### config.mk
export PLATFORM = sky130hd
export DESIGN_NAME = base64_stream_codec
export DESIGN_NICKNAME = d
export VERILOG_FILES = /design/src/rtl/bsc_pkg.sv /design/src/rtl/base64_stream_codec.sv
export SDC_FILE = /design/constraint.sdc
export NUM_CORES = 1
export LEC_CHECK = 0
export ABC_AREA = 1
export BUFFER_PORTS_ARGS = -buffer_cell sky130_fd_sc_hd__buf_4
export CORE_MARGIN = 2
export CORE_UTILIZATION = 30
export CTS_CLUSTER_DIAMETER = 150
export DETAILED_ROUTE_END_ITERATION = 7
export GPL_ROUTABILITY_DRIVEN = 0
export PLACE_DENSITY_LB_ADDON = 0.1
export SETUP_SLACK_MARGIN = 0.05
export SYNTH_ARGS = -nofsm -noshare
export SYNTH_HDL_FRONTEND = slang
export SYNTH_SLANG_ARGS = --single-unit
export TNS_END_PERCENT = 100
### constraint.sdc
create_clock -name clk -period 5.1 [get_ports clk]
set_input_delay 0.51 -clock clk [delete_from_list [all_inputs] [get_ports clk]]
set_output_delay 0.51 -clock clk [all_outputs]
set_load 0.02 [all_outputs]
### src/rtl/bsc_pkg.sv
// ----------------------------------------------------------------------------
// bsc_pkg
// Shared types, codes and character helpers for the base64 stream codec.
// ----------------------------------------------------------------------------
package bsc_pkg;

  // operation select codes
  localparam logic FUNC_ENCODE = 1'b0;
  localparam logic FUNC_DECODE = 1'b1;

  // ascii anchors of the standard alphabet
  localparam logic [7:0] ASCII_UPPER_A = 8'h41;
  localparam logic [7:0] ASCII_LOWER_A = 8'h61;
  localparam logic [7:0] ASCII_DIGIT_0 = 8'h30;
  localparam logic [7:0] ASCII_PLUS    = 8'h2b;
  localparam logic [7:0] ASCII_SLASH   = 8'h2f;
  localparam logic [7:0] ASCII_PAD     = 8'h3d;

  // results one item can cause, and a count wide enough to hold it
  localparam int unsigned MaxResults = 4;
  localparam int unsigned ResCntW    = $clog2(MaxResults + 1);

  typedef struct packed {
    logic       func;
    logic [7:0] in_byte;
    logic       msg_last;
  } in_item_t;

  typedef struct packed {
    logic [7:0] out_byte;
    logic       run_last;
    logic       msg_done;
  } out_item_t;

  // six-bit value of a character and whether it is in the alphabet
  typedef struct packed {
    logic       ok;
    logic [5:0] val;
  } dec_val_t;

  // six-bit index to alphabet character
  function automatic logic [7:0] enc_char(input logic [5:0] idx);
    logic [7:0] c;
    priority if (idx < 6'd26) begin
      c = ASCII_UPPER_A + {2'b00, idx};
    end else if (idx < 6'd52) begin
      c = ASCII_LOWER_A + {2'b00, idx} - 8'd26;
    end else if (idx < 6'd62) begin
      c = ASCII_DIGIT_0 + {2'b00, idx} - 8'd52;
    end else if (idx == 6'd62) begin
      c = ASCII_PLUS;
    end else begin
      c = ASCII_SLASH;
    end
    return c;
  endfunction

  // alphabet character to six-bit value
  function automatic dec_val_t dec_value(input logic [7:0] c);
    dec_val_t d;
    d.ok  = 1'b1;
    d.val = 6'd0;
    priority if (c >= ASCII_UPPER_A && c <= 8'h5a) begin
      d.val = 6'(c - ASCII_UPPER_A);
    end else if (c >= ASCII_LOWER_A && c <= 8'h7a) begin
      d.val = 6'(c - ASCII_LOWER_A + 8'd26);
    end else if (c >= ASCII_DIGIT_0 && c <= 8'h39) begin
      d.val = 6'(c - ASCII_DIGIT_0 + 8'd52);
    end else if (c == ASCII_PLUS) begin
      d.val = 6'd62;
    end else if (c == ASCII_SLASH) begin
      d.val = 6'd63;
    end else begin
      d.ok = 1'b0;
    end
    return d;
  endfunction

  // left-align a partial decode group of cnt characters in 24 bits
  function automatic logic [23:0] dec_align(input logic [23:0] bits, input logic [2:0] cnt);
    logic [23:0] al;
    unique case (cnt)
      3'd4:    al = bits;
      3'd3:    al = {bits[17:0], 6'b0};
      3'd2:    al = {bits[11:0], 12'b0};
      default: al = 24'b0;
    endcase
    return al;
  endfunction

endpackage

### src/rtl/base64_stream_codec.sv
// ----------------------------------------------------------------------------
// base64_stream_codec
// Streaming base64 encoder / decoder, standard alphabet, one byte per item.
// ----------------------------------------------------------------------------
//  channel | direction | handshake          | payload
//  in_     | input     | in_valid/in_stall  | in_item_t  (func, in_byte, msg_last)
//  out_    | output    | out_valid/out_stall| out_item_t (out_byte, run_last, msg_done)
//
//  An item is decoded in the cycle it is accepted; its 0 to 4 results go to a
//  pending buffer and leave through the output register at one per cycle,
//  unless out_stall holds them. An item that yields results holds in_stall
//  until its last result can move; the next item is taken as it moves out.
//  Synchronous active-low reset clears group state, buffer count and out_valid.
//  out_stall freezes a valid output register and the pending buffer behind it;
//  in_stall stays high until the last pending result can move.
// ----------------------------------------------------------------------------
module base64_stream_codec
  import bsc_pkg::*;
(
  input  logic      clk,
  input  logic      rst_n,
  input  logic      in_valid,
  output logic      in_stall,
  input  in_item_t  in_data,
  output logic      out_valid,
  input  logic      out_stall,
  output out_item_t out_data
);

  // group state
  logic [23:0] group_bits_r, group_bits_nxt;
  logic [1:0]  group_count_r, group_count_nxt;
  logic        stopped_r, stopped_nxt;

  // pending results of the last accepted item
  logic [7:0]         pend_bytes_r [MaxResults];
  logic [ResCntW-1:0] pend_cnt_r;
  logic               pend_last_r;

  // output register
  logic      out_valid_r;
  out_item_t out_data_r;

  logic               in_accept;
  logic               move;
  logic [7:0]         res_bytes [MaxResults];
  logic [ResCntW-1:0] res_cnt;

  assign move      = (pend_cnt_r != '0) && (!out_valid_r || !out_stall);
  assign in_stall  = (pend_cnt_r != '0) && !((pend_cnt_r == ResCntW'(1)) && move);
  assign in_accept = in_valid && !in_stall;
  assign out_valid = out_valid_r;
  assign out_data  = out_data_r;

  // per-item encode / decode
  always_comb begin
    logic [23:0] sh;
    logic [23:0] al;
    logic [23:0] src;
    logic [2:0]  fc;
    logic        do_flush;
    dec_val_t    dv;

    sh       = {group_bits_r[15:0], in_data.in_byte};
    al       = 24'b0;
    src      = group_bits_r;
    fc       = 3'd0;
    do_flush = 1'b0;
    dv       = dec_value(in_data.in_byte);

    group_bits_nxt  = group_bits_r;
    group_count_nxt = group_count_r;
    stopped_nxt     = stopped_r;
    res_cnt         = '0;
    for (int k = 0; k < MaxResults; k++) begin
      res_bytes[k] = ASCII_PAD;
    end

    if (in_accept) begin
      if (in_data.func == FUNC_ENCODE) begin
        // full group of three bytes
        if (group_count_r[1]) begin
          res_bytes[0]    = enc_char(sh[23:18]);
          res_bytes[1]    = enc_char(sh[17:12]);
          res_bytes[2]    = enc_char(sh[11:6]);
          res_bytes[3]    = enc_char(sh[5:0]);
          res_cnt         = ResCntW'(MaxResults);
          group_bits_nxt  = 24'b0;
          group_count_nxt = 2'd0;
        end else begin
          group_bits_nxt  = sh;
          group_count_nxt = group_count_r + 2'd1;
          // partial group flush with padding
          if (in_data.msg_last) begin
            al = group_count_r[0] ? {sh[15:0], 8'b0} : {sh[7:0], 16'b0};
            res_bytes[0] = enc_char(al[23:18]);
            res_bytes[1] = enc_char(al[17:12]);
            res_bytes[2] = group_count_r[0] ? enc_char(al[11:6]) : ASCII_PAD;
            res_cnt      = ResCntW'(MaxResults);
          end
        end
      end else if (!stopped_r) begin
        if (!dv.ok) begin
          // stop character: flush what is held
          src             = group_bits_r;
          fc              = {1'b0, group_count_r};
          do_flush        = 1'b1;
          stopped_nxt     = 1'b1;
          group_bits_nxt  = 24'b0;
          group_count_nxt = 2'd0;
        end else begin
          src             = {group_bits_r[17:0], dv.val};
          fc              = {1'b0, group_count_r} + 3'd1;
          group_bits_nxt  = src;
          group_count_nxt = fc[1:0];
          if (fc == 3'd4 || in_data.msg_last) begin
            do_flush        = 1'b1;
            group_bits_nxt  = 24'b0;
            group_count_nxt = 2'd0;
          end
        end
        if (do_flush) begin
          al           = dec_align(src, fc);
          res_bytes[0] = al[23:16];
          res_bytes[1] = al[15:8];
          res_bytes[2] = al[7:0];
          res_cnt      = (fc >= 3'd2) ? ResCntW'(fc - 3'd1) : '0;
        end
      end
      // message end clears everything
      if (in_data.msg_last) begin
        group_bits_nxt  = 24'b0;
        group_count_nxt = 2'd0;
        stopped_nxt     = 1'b0;
      end
    end
  end

  // control registers
  always_ff @(posedge clk) begin
    if (!rst_n) begin
      group_bits_r  <= 24'b0;
      group_count_r <= 2'd0;
      stopped_r     <= 1'b0;
      pend_cnt_r    <= '0;
      out_valid_r   <= 1'b0;
    end else begin
      group_bits_r  <= group_bits_nxt;
      group_count_r <= group_count_nxt;
      stopped_r     <= stopped_nxt;
      if (in_accept) begin
        pend_cnt_r <= res_cnt;
      end else if (move) begin
        pend_cnt_r <= pend_cnt_r - ResCntW'(1);
      end
      if (move) begin
        out_valid_r <= 1'b1;
      end else if (!out_stall) begin
        out_valid_r <= 1'b0;
      end
    end
  end

  // payload registers: pending buffer shifts toward slot 0
  always_ff @(posedge clk) begin
    if (in_accept) begin
      pend_bytes_r <= res_bytes;
      pend_last_r  <= in_data.msg_last;
    end else if (move) begin
      for (int k = 0; k < MaxResults - 1; k++) begin
        pend_bytes_r[k] <= pend_bytes_r[k+1];
      end
    end
    if (move) begin
      out_data_r.out_byte <= pend_bytes_r[0];
      out_data_r.run_last <= (pend_cnt_r == ResCntW'(1));
      out_data_r.msg_done <= (pend_cnt_r == ResCntW'(1)) && pend_last_r;
    end
  end

  // end of message leaves no group state behind
  a_last_clears: assert property (@(posedge clk) disable iff (!rst_n)
    in_accept && in_data.msg_last |=> group_count_r == 2'd0 && !stopped_r)
    else $error("group state not cleared after message end");

  // a result that is not the item's last has more waiting behind it
  a_more_pending: assert property (@(posedge clk) disable iff (!rst_n)
    out_valid_r && !out_data_r.run_last |-> pend_cnt_r != '0)
    else $error("non-final result with empty pending buffer");

  // message end only on the item's last result
  a_done_is_last: assert property (@(posedge clk) disable iff (!rst_n)
    out_valid_r && out_data_r.msg_done |-> out_data_r.run_last)
    else $error("msg_done without run_last");

  // pending buffer never overfills
  a_pend_bound: assert property (@(posedge clk) disable iff (!rst_n)
    pend_cnt_r <= ResCntW'(MaxResults))
    else $error("pending count out of range");

endmodule

==> results of run 1 <==
-- placed cells by master, fill, tap and decap left out, types with 8 or more instances in the layout --
master,Yosys,final
edfxtp_1,43,43
nand2_1,324,324
o211ai_1,17,17
a21oi_1,107,107
clkbuf_16,0,9
nand3_1,93,93
dfxtp_1,30,30
inv_1,107,107
nor2_1,88,88
nand2_2,8,8
buf_4,9,36
nand2_4,8,8
o21ai_0,89,89
ha_1,48,48
nor3_1,9,9
inv_2,10,10
xor2_1,21,21
-- synthesized netlist by cell type (2+ instances only) --
cell and number:
nand4_1 7, o21ai_0 89, a21oi_2 3, buf_2 10
nor2_1 88, inv_4 2, o211ai_1 17, clkbuf_1 27
a211oi_1 4, nand3_1 93, xor2_1 21, o21ai_2 5
nor2_4 5, inv_2 10, edfxtp_1 43, nand2_1 324
xnor2_1 5, buf_4 9, nand2_4 8, ha_1 48
a211o_1 2, nand2_2 8, nor3_2 2, a31oi_1 7
nor2_2 2, buf_6 7, a21oi_1 107, dfxtp_1 30
inv_1 107, or2_2 5, o21ai_1 7, a221oi_1 2
nor3_1 9, nor2_8 3
-- worst min-delay path by stage --
stage / start / endpoint / cells past startpoint
floorplan: pend_bytes_r[24] / out_data[2] / 0
finish: pend_bytes_r[24] / out_data[2] / 0
CTS: pend_bytes_r[24] / out_data[2] / 0
global placement: pend_bytes_r[26] / out_data[4] / 0
detailed placement: pend_bytes_r[27] / out_data[5] / 0
global route: pend_bytes_r[29] / out_data[7] / 0
-- power groups by stage --
| stage | Clock [W] | Combinational [W] | Sequential (W) |
|---|---|---|---|
| after floorplan | 0 | 0.00143 | 0.00111 |
| after global placement | 0 | 0.00205 | 0.00121 |
| after detailed placement | 0 | 0.00203 | 0.00120 |
| after CTS | 0.000688 | 0.00204 | 0.00119 |
| after global routing | 0.000710 | 0.00228 | 0.00123 |
| final | 0.000679 | 0.00204 | 0.00120 |
-- cell type report --
type / count / share of cell area, %
inverters: 120 / 5.622
multi-input cells: 889 / 58.84
flip-flops and latches: 73 / 23.35
repair buffers: 36 / 3.336
well taps: 324 / 5.005
clock inverters: 6 / 0.8959
clock buffers: 10 / 2.950
-- cell families (layout without fill, tap and decap cells) --
family / Yosys count / after routing / share of synthesized area [%]
adders and majority gates: 48 / 48 / 8.104
DFF: 73 / 73 / 25.53
buffers and inverters: 173 / 172 / 10.16
xor gates and xnor gates: 27 / 27 / 3.292
AOI/OAI and AO/OA: 255 / 255 / 19.43
and+or+nand+nor: 559 / 559 / 33.48
-- worst reg2reg max path, cell delays in order, from the launching register on --
cell and delay, ns:
dfxtp_1 0.71, buf_4 0.38, inv_1 0.13, ha_1 0.33, inv_1 0.07, nand2_1 0.05
o21ai_1 0.14, ha_1 0.21, ha_1 0.53, inv_1 0.19, nand3_1 0.20, inv_2 0.06
nor2_4 0.20, nand2_1 0.11, a21oi_1 0.13
-- metrics by stage --
step / power (W) / hold WS, ns
floorplan: 0.002538 / 0.4003
global placement: 0.003262 / 0.4047
detailed placement: 0.003236 / 0.4045
CTS: 0.003920 / 0.4159
global route: 0.004217 / 0.4265
finish: 0.003921 / 0.4167
-- registers in the layout (all words and copies together), names as in the netlist --
register and cells:
stopped_r 1, pend_cnt_r 3, pend_bytes_r 32, out_valid 1
group_bits_r 23, pend_last_r 1, out_data 10, group_count_r 2
-- routing by layer --
layer  global-route usage [%]  up-vias
li1                         -     3735
met1                    29.07     3513
met2                    36.32      220
met3                    2.773       40
met4                    7.305        0
met5                        0        -
==> results.md, run 1 <==
- Die W: 161.2 microns
- Clock Path Buffers: 2
- H-tree levels: 3
- Synth area leader: edfxtp_1
- Ratio of cells with drive above 1 in the final layout: 9.788%
- DP Wirelength: between 20 and 25 mm
- CP startpoint: group_count_r[0]
- Core box area: around 24000 sq um
- Logic pwr share: 52.1%
- TritonCTS clock tree: done
- Mapped Nets: 1197
- Register area share after synthesis: 25.53%
- Vias in the first global route: 7053
- Post-DR vias/cell: roughly 5.1
- Full die area: 25980 sq um
- FF+latch count, synth: between 70 and 80
- CP top delay family: adder cells
- RR Startpoint: group_count_r[0]
- Ys flop type: edfxtp_1
- Max_slew headroom: 23.87%
- Skew-Pair Late Insertion Delay: 0.35 ns
- CP peak stage delay: 0.71 ns
- Internal power: 0.001986 W
- Worst r2r dst: pend_bytes_r[14]
- Area Growth Syn to Fin: 9.303%
- Yosys top cell area share: 17.42%
- Multi-input logic area: 4766 sq um
- Final period util: 70.19%
- Total net switching power: 0.001935 W
- Sw frac: 49.35%
- Crit path kind: reg -> reg
- Antenna viol nets, final: 0
- Post-cts hold buffer count: 0
- Fillers: around 2.7k
- Initial antenna violation count: 0
- Area contributors post-synth: edfxtp_1, nand2_1, dfxtp_1
- Sequential power share: between 30% and 40%
- # rows: 57
- Setup TNS: 0 ns
- CP cell instances: buf_4, inv_1, ha_1, inv_1, nand2_1, o21ai_1, ha_1, ha_1, inv_1, nand3_1, inv_2, nor2_4, nand2_1, a21oi_1
- Quantity of I/O buffers inserted on ports: 25
- Pin count of the biggest net entering global routing: 35
- GRT Total Usage: a little over a fifth
- Placement Setup Slack: ~1.2 ns
- Yosys warning count: 0
- Crit. End Element: register
- Met3 wire len: about 1.4 mm
- WL met2: approximately 13 mm
- Slew Limit Fails: 0
- Final Cell Area: slightly above 8000 sq um
- Max_cap viols: 0
- Pwr/cell area: approximately 480 nW/um^2
- Starting density of the core: 30.47%
- RSZ-0062 raised after global routing: no
- Post-CTS sizing: 0
- Clk network pwr share: 17.3%
- Die height: 161.2 microns
- Critical path depth in cells: 14
- Flop2flop setup slack: 1.52 ns
- Detailed Routing Iterations Pass 1: 5
- Avg Cell Area, Syn: 6.529 sq um
- Highest Clock Rate: 0.2793 GHz
- Final setup violation count: 0
- Placed Instances: 1442
- CTS buffer count: 9
- Setup ws final: 1.520 ns
- Asr flop ratio synth: 0%
- Post-route insts no fill: 1458
- HP Class: reg -> reg
- Critical Path Slowest Stage Cell: dfxtp_1
- Reg2reg path depth: 14
- DRC violation count after routing: 0
- Core Util, Final: 33.31%
- First-pass GRT wire length: 42.95 mm
- Post-Route WL: 28.10 mm
- Status: completed
- Leakage: 3.506 nW
- Clock Tree Root: clkbuf_16
- Cell variety after synth: 53
- Number of buffers and inverters on the critical path: 5
- Final Hold Fails: 0
- Crit path to: pend_bytes_r[14]
- I/O pin count: 26
- Syn Std Cell Area: 7411 sq um
- Min Tclk post-route: 3.580 ns
- CP Launch Type: register
- Routed length on met1: 12.51 mm
- Worst Path Arrival: 3.78 ns
- Reg area: 1892 sq um
- GR Overflow Total: 0
- Top layer in use: met4
- Routed len/inst: a little under 20 microns
- N_diodes: 0
- Clock skew: 0.01188 ns
- Post-Place Cell Area: 7789 sq um
- Starting DRT DRC Count: 697
- Via count: 7508
- Number of enable flip-flop cells after synthesis: 43
- Post-CTS Setup Bufs: 0
- Post-layout nets: 1191
- Clock slew at reported path FFs: 0.07 ns
- CTS Sinks: 73
- Critical Path RT: 5.30 ns
- Syn Inst Count: 1135
- Tightest Pin Transition: 1.139 ns
- Maximum VDD drop: 200.5 uV
- Crit-path max FO: 20
Power figures use the tool's default switching activity.
==> run 2: changes to the inputs <==
==> constraint.sdc (replaced) <==
create_clock -name clk -period 3.1 [get_ports clk]
set_input_delay 0.31 -clock clk [delete_from_list [all_inputs] [get_ports clk]]
set_output_delay 0.31 -clock clk [all_outputs]
set_load 0.02 [all_outputs]
==> run 2 against run 1 <==
Maximum frequency increased by 28%. Sequential power grew 52%. Clock power rose by 87%. Hold slack worse by 0.15 ns. Combinational power up 80%. Utilization rose by 1.6 points. Sequential share of layout area is 1.1 points lower. Critical endpoint is now pend_bytes_r[18]. Largest cell class unchanged. Highest routed layer unchanged.
==> results.md, run 2 (synthesized netlist as in run 1, its figures left out) <==
- Status: completed
- CP peak stage delay: 0.46 ns
- HP Class: in -> reg
- Area Growth Syn to Fin: 14.59%
- Quantity of I/O buffers inserted on ports: 25
- Internal power: ~0.0036 W
- Die W: 161.2 microns
- WHS Path Cells: 3
- H-tree levels: 3
- Max reg flops: 32
- CP cell instances: buf_4, nand2_1, inv_1, ha_1, o21ai_0, nand2_1, inv_1, nand2_1, nand3_1, a21oi_1, a21oi_2
- Starting density of the core: 30.47%
- Crit. End Element: register
- Pin count of the biggest net entering global routing: 35
- Full die area: approximately 26000 sq um
- Setup TNS: 0 ns
- Routed len/inst: 18.84 microns
- GR Overflow Total: 0
- Antenna viol nets, final: 0
- N_diodes: 0
- CP Launch Type: register
- Critical Path RT: 3.18 ns
- Worst Path Arrival: 2.89 ns
- Crit path kind: reg -> reg
- Max_cap viols: 0
- TritonCTS clock tree: done
- Core box area: 24320 sq um
- CTS Sinks: 73
- Final period util: 90.36%
- Pwr/cell area: 795.2 nW/um^2
- Logic pwr share: 54.3%
- RSZ-0062 raised after global routing: no
- # rows: 57
- Most common cell after layout, fill and taps aside: nand2_1
- Final Hold Fails: 0
- Post-CTS Setup Bufs: 0
- Skew-Pair Late Insertion Delay: 0.35 ns
- Total net switching power: between 0.003 and 0.004 W
- DP Wirelength: between 20 and 25 mm
- Reg2reg path depth: 11
- DRC violation count after routing: 0
- Die height: approximately 160 microns
- Starting DRT DRC Count: between 600 and 700
- GRT Total Usage: between 20% and 30%
- Clock slew at reported path FFs: 0.07 ns
- Min Tclk post-route: 2.801 ns
- Post-cts hold buffer count: 0
- Max_slew headroom: 60.17%
- Largest Register: pend_bytes_r
- Clock Tree Root: clkbuf_16
- Post-DR vias/cell: 5.139
- Post-layout nets: 1238
- Tightest Pin Transition: ~0.59 ns
- Ratio of cells with drive above 1 in the final layout: 13.46%
- Via count: between 7k and 8k
- I/O pin count: 26
- Crit-path max FO: 15
- Most frequent cells in the layout: nand2_1, inv_1, a21oi_1
- Setup ws final: roughly 0.3 ns
- Critical Path Slowest Stage Cell: dfxtp_2
- Highest Clock Rate: 0.3570 GHz
- Crit path top cell by count: nand2_1
- Clock Path Buffers: 2
- Initial antenna violation count: 0
- Clock skew: 0.01288 ns
- Sequential power share: between 20% and 30%
- Final setup violation count: 0
- Post-Route WL: 28.36 mm
- Placement Setup Slack: 0.09183 ns
- Leakage: ~3.8 nW
- First-pass GRT wire length: 43.41 mm
- Sw frac: between 40% and 50%
- Vias in the first global route: slightly above 7k
- Slew Limit Fails: 0
- CTS buffer count: 9
- Detailed Routing Iterations Pass 1: 5
- Clk network pwr share: 18.8%
- Maximum VDD drop: 282.5 uV
==> run 2: changes by cell type in the layout (fill, tap and decap cells not counted), sizes merged <==
| cell | change |
|---|---|
| buf | +47 |
| bufinv | +2 |
| clkbuf | -1 |
| clkinv | -1 |
==> run 2: final timing paths <==
kind	startpoint	end	slack, ns
worst max-delay path	group_count_r[0]	pend_bytes_r[18]	0.30
worst min-delay path	out_stall	out_valid	0.26
worst max register to register	group_count_r[0]	pend_bytes_r[18]	0.30
worst min register to register	pend_bytes_r[25]	out_data[3]	0.42
==> run 2: per-stage QoR <==
| step | instances | util, % | instance area [sq um] | hold slack [ns] | power (W) |
|---|---|---|---|---|---|
| finish | 1505 | 34.92 | 8492 | 0.2638 | 0.006753 |
| floorplan | 1135 | - | 7413 | 0.4003 | 0.004176 |
| global route | 1505 | 34.92 | 8492 | 0.2804 | 0.007251 |
| global placement | 1489 | 33.48 | 8142 | 0.4010 | 0.005525 |
| CTS | 1505 | 34.91 | 8491 | 0.2573 | 0.006778 |
| detailed placement | 1489 | 33.48 | 8142 | 0.4045 | 0.005485 |
==> run 2: worst max-delay path: cells and delay by family, from the launching register on <==
kind / cells / cell delay, ns
and+or+nand+nor: 4 / 0.61
AOI/OAI and AO/OA: 3 / 0.60
buffers and inverters: 3 / 0.57
DFF: 1 / 0.46
adders and majority gates: 1 / 0.28
==> run 2: layout make-up <==
class,count,area (sq um)
Multi-Input combinational cell,889,4766
Inverter,120,455.4
Clock buffer,9,225.2
Fill cell,2660,15830
Tap cell,324,405.4
Clock inverter,7,123.9
Timing Repair Buffer,83,623.1
Sequential cell,73,1893
==> run 2: power groups by stage <==
| stage | combinational (W) | sequential [W] | clock (W) |
|---|---|---|---|
| CTS | 0.00366 | 0.00182 | 0.00129 |
| global placement | 0.00368 | 0.00184 | 0 |
| global route | 0.00406 | 0.00187 | 0.00133 |
| detailed placement | 0.00365 | 0.00184 | 0 |
| floorplan | 0.00235 | 0.00182 | 0 |
| finish | 0.00367 | 0.00182 | 0.00127 |
==> run 2: per-layer routing <==
layer	vias up	wire length (microns)	global-route usage [%]
li1	3834	-	-
met1	3677	12920	29.72
met2	192	13720	37.22
met3	31	1179	2.234
met4	0	542	5.682
met5	-	0	0
==> run 2: what timing repair did <==
| action | in CTS | in global routing |
|---|---|---|
| gates resized for setup | 0 | 1 |
| endpoints found under the hold margin | 0 | 0 |
| setup endpoints to repair | 0 | 12 |
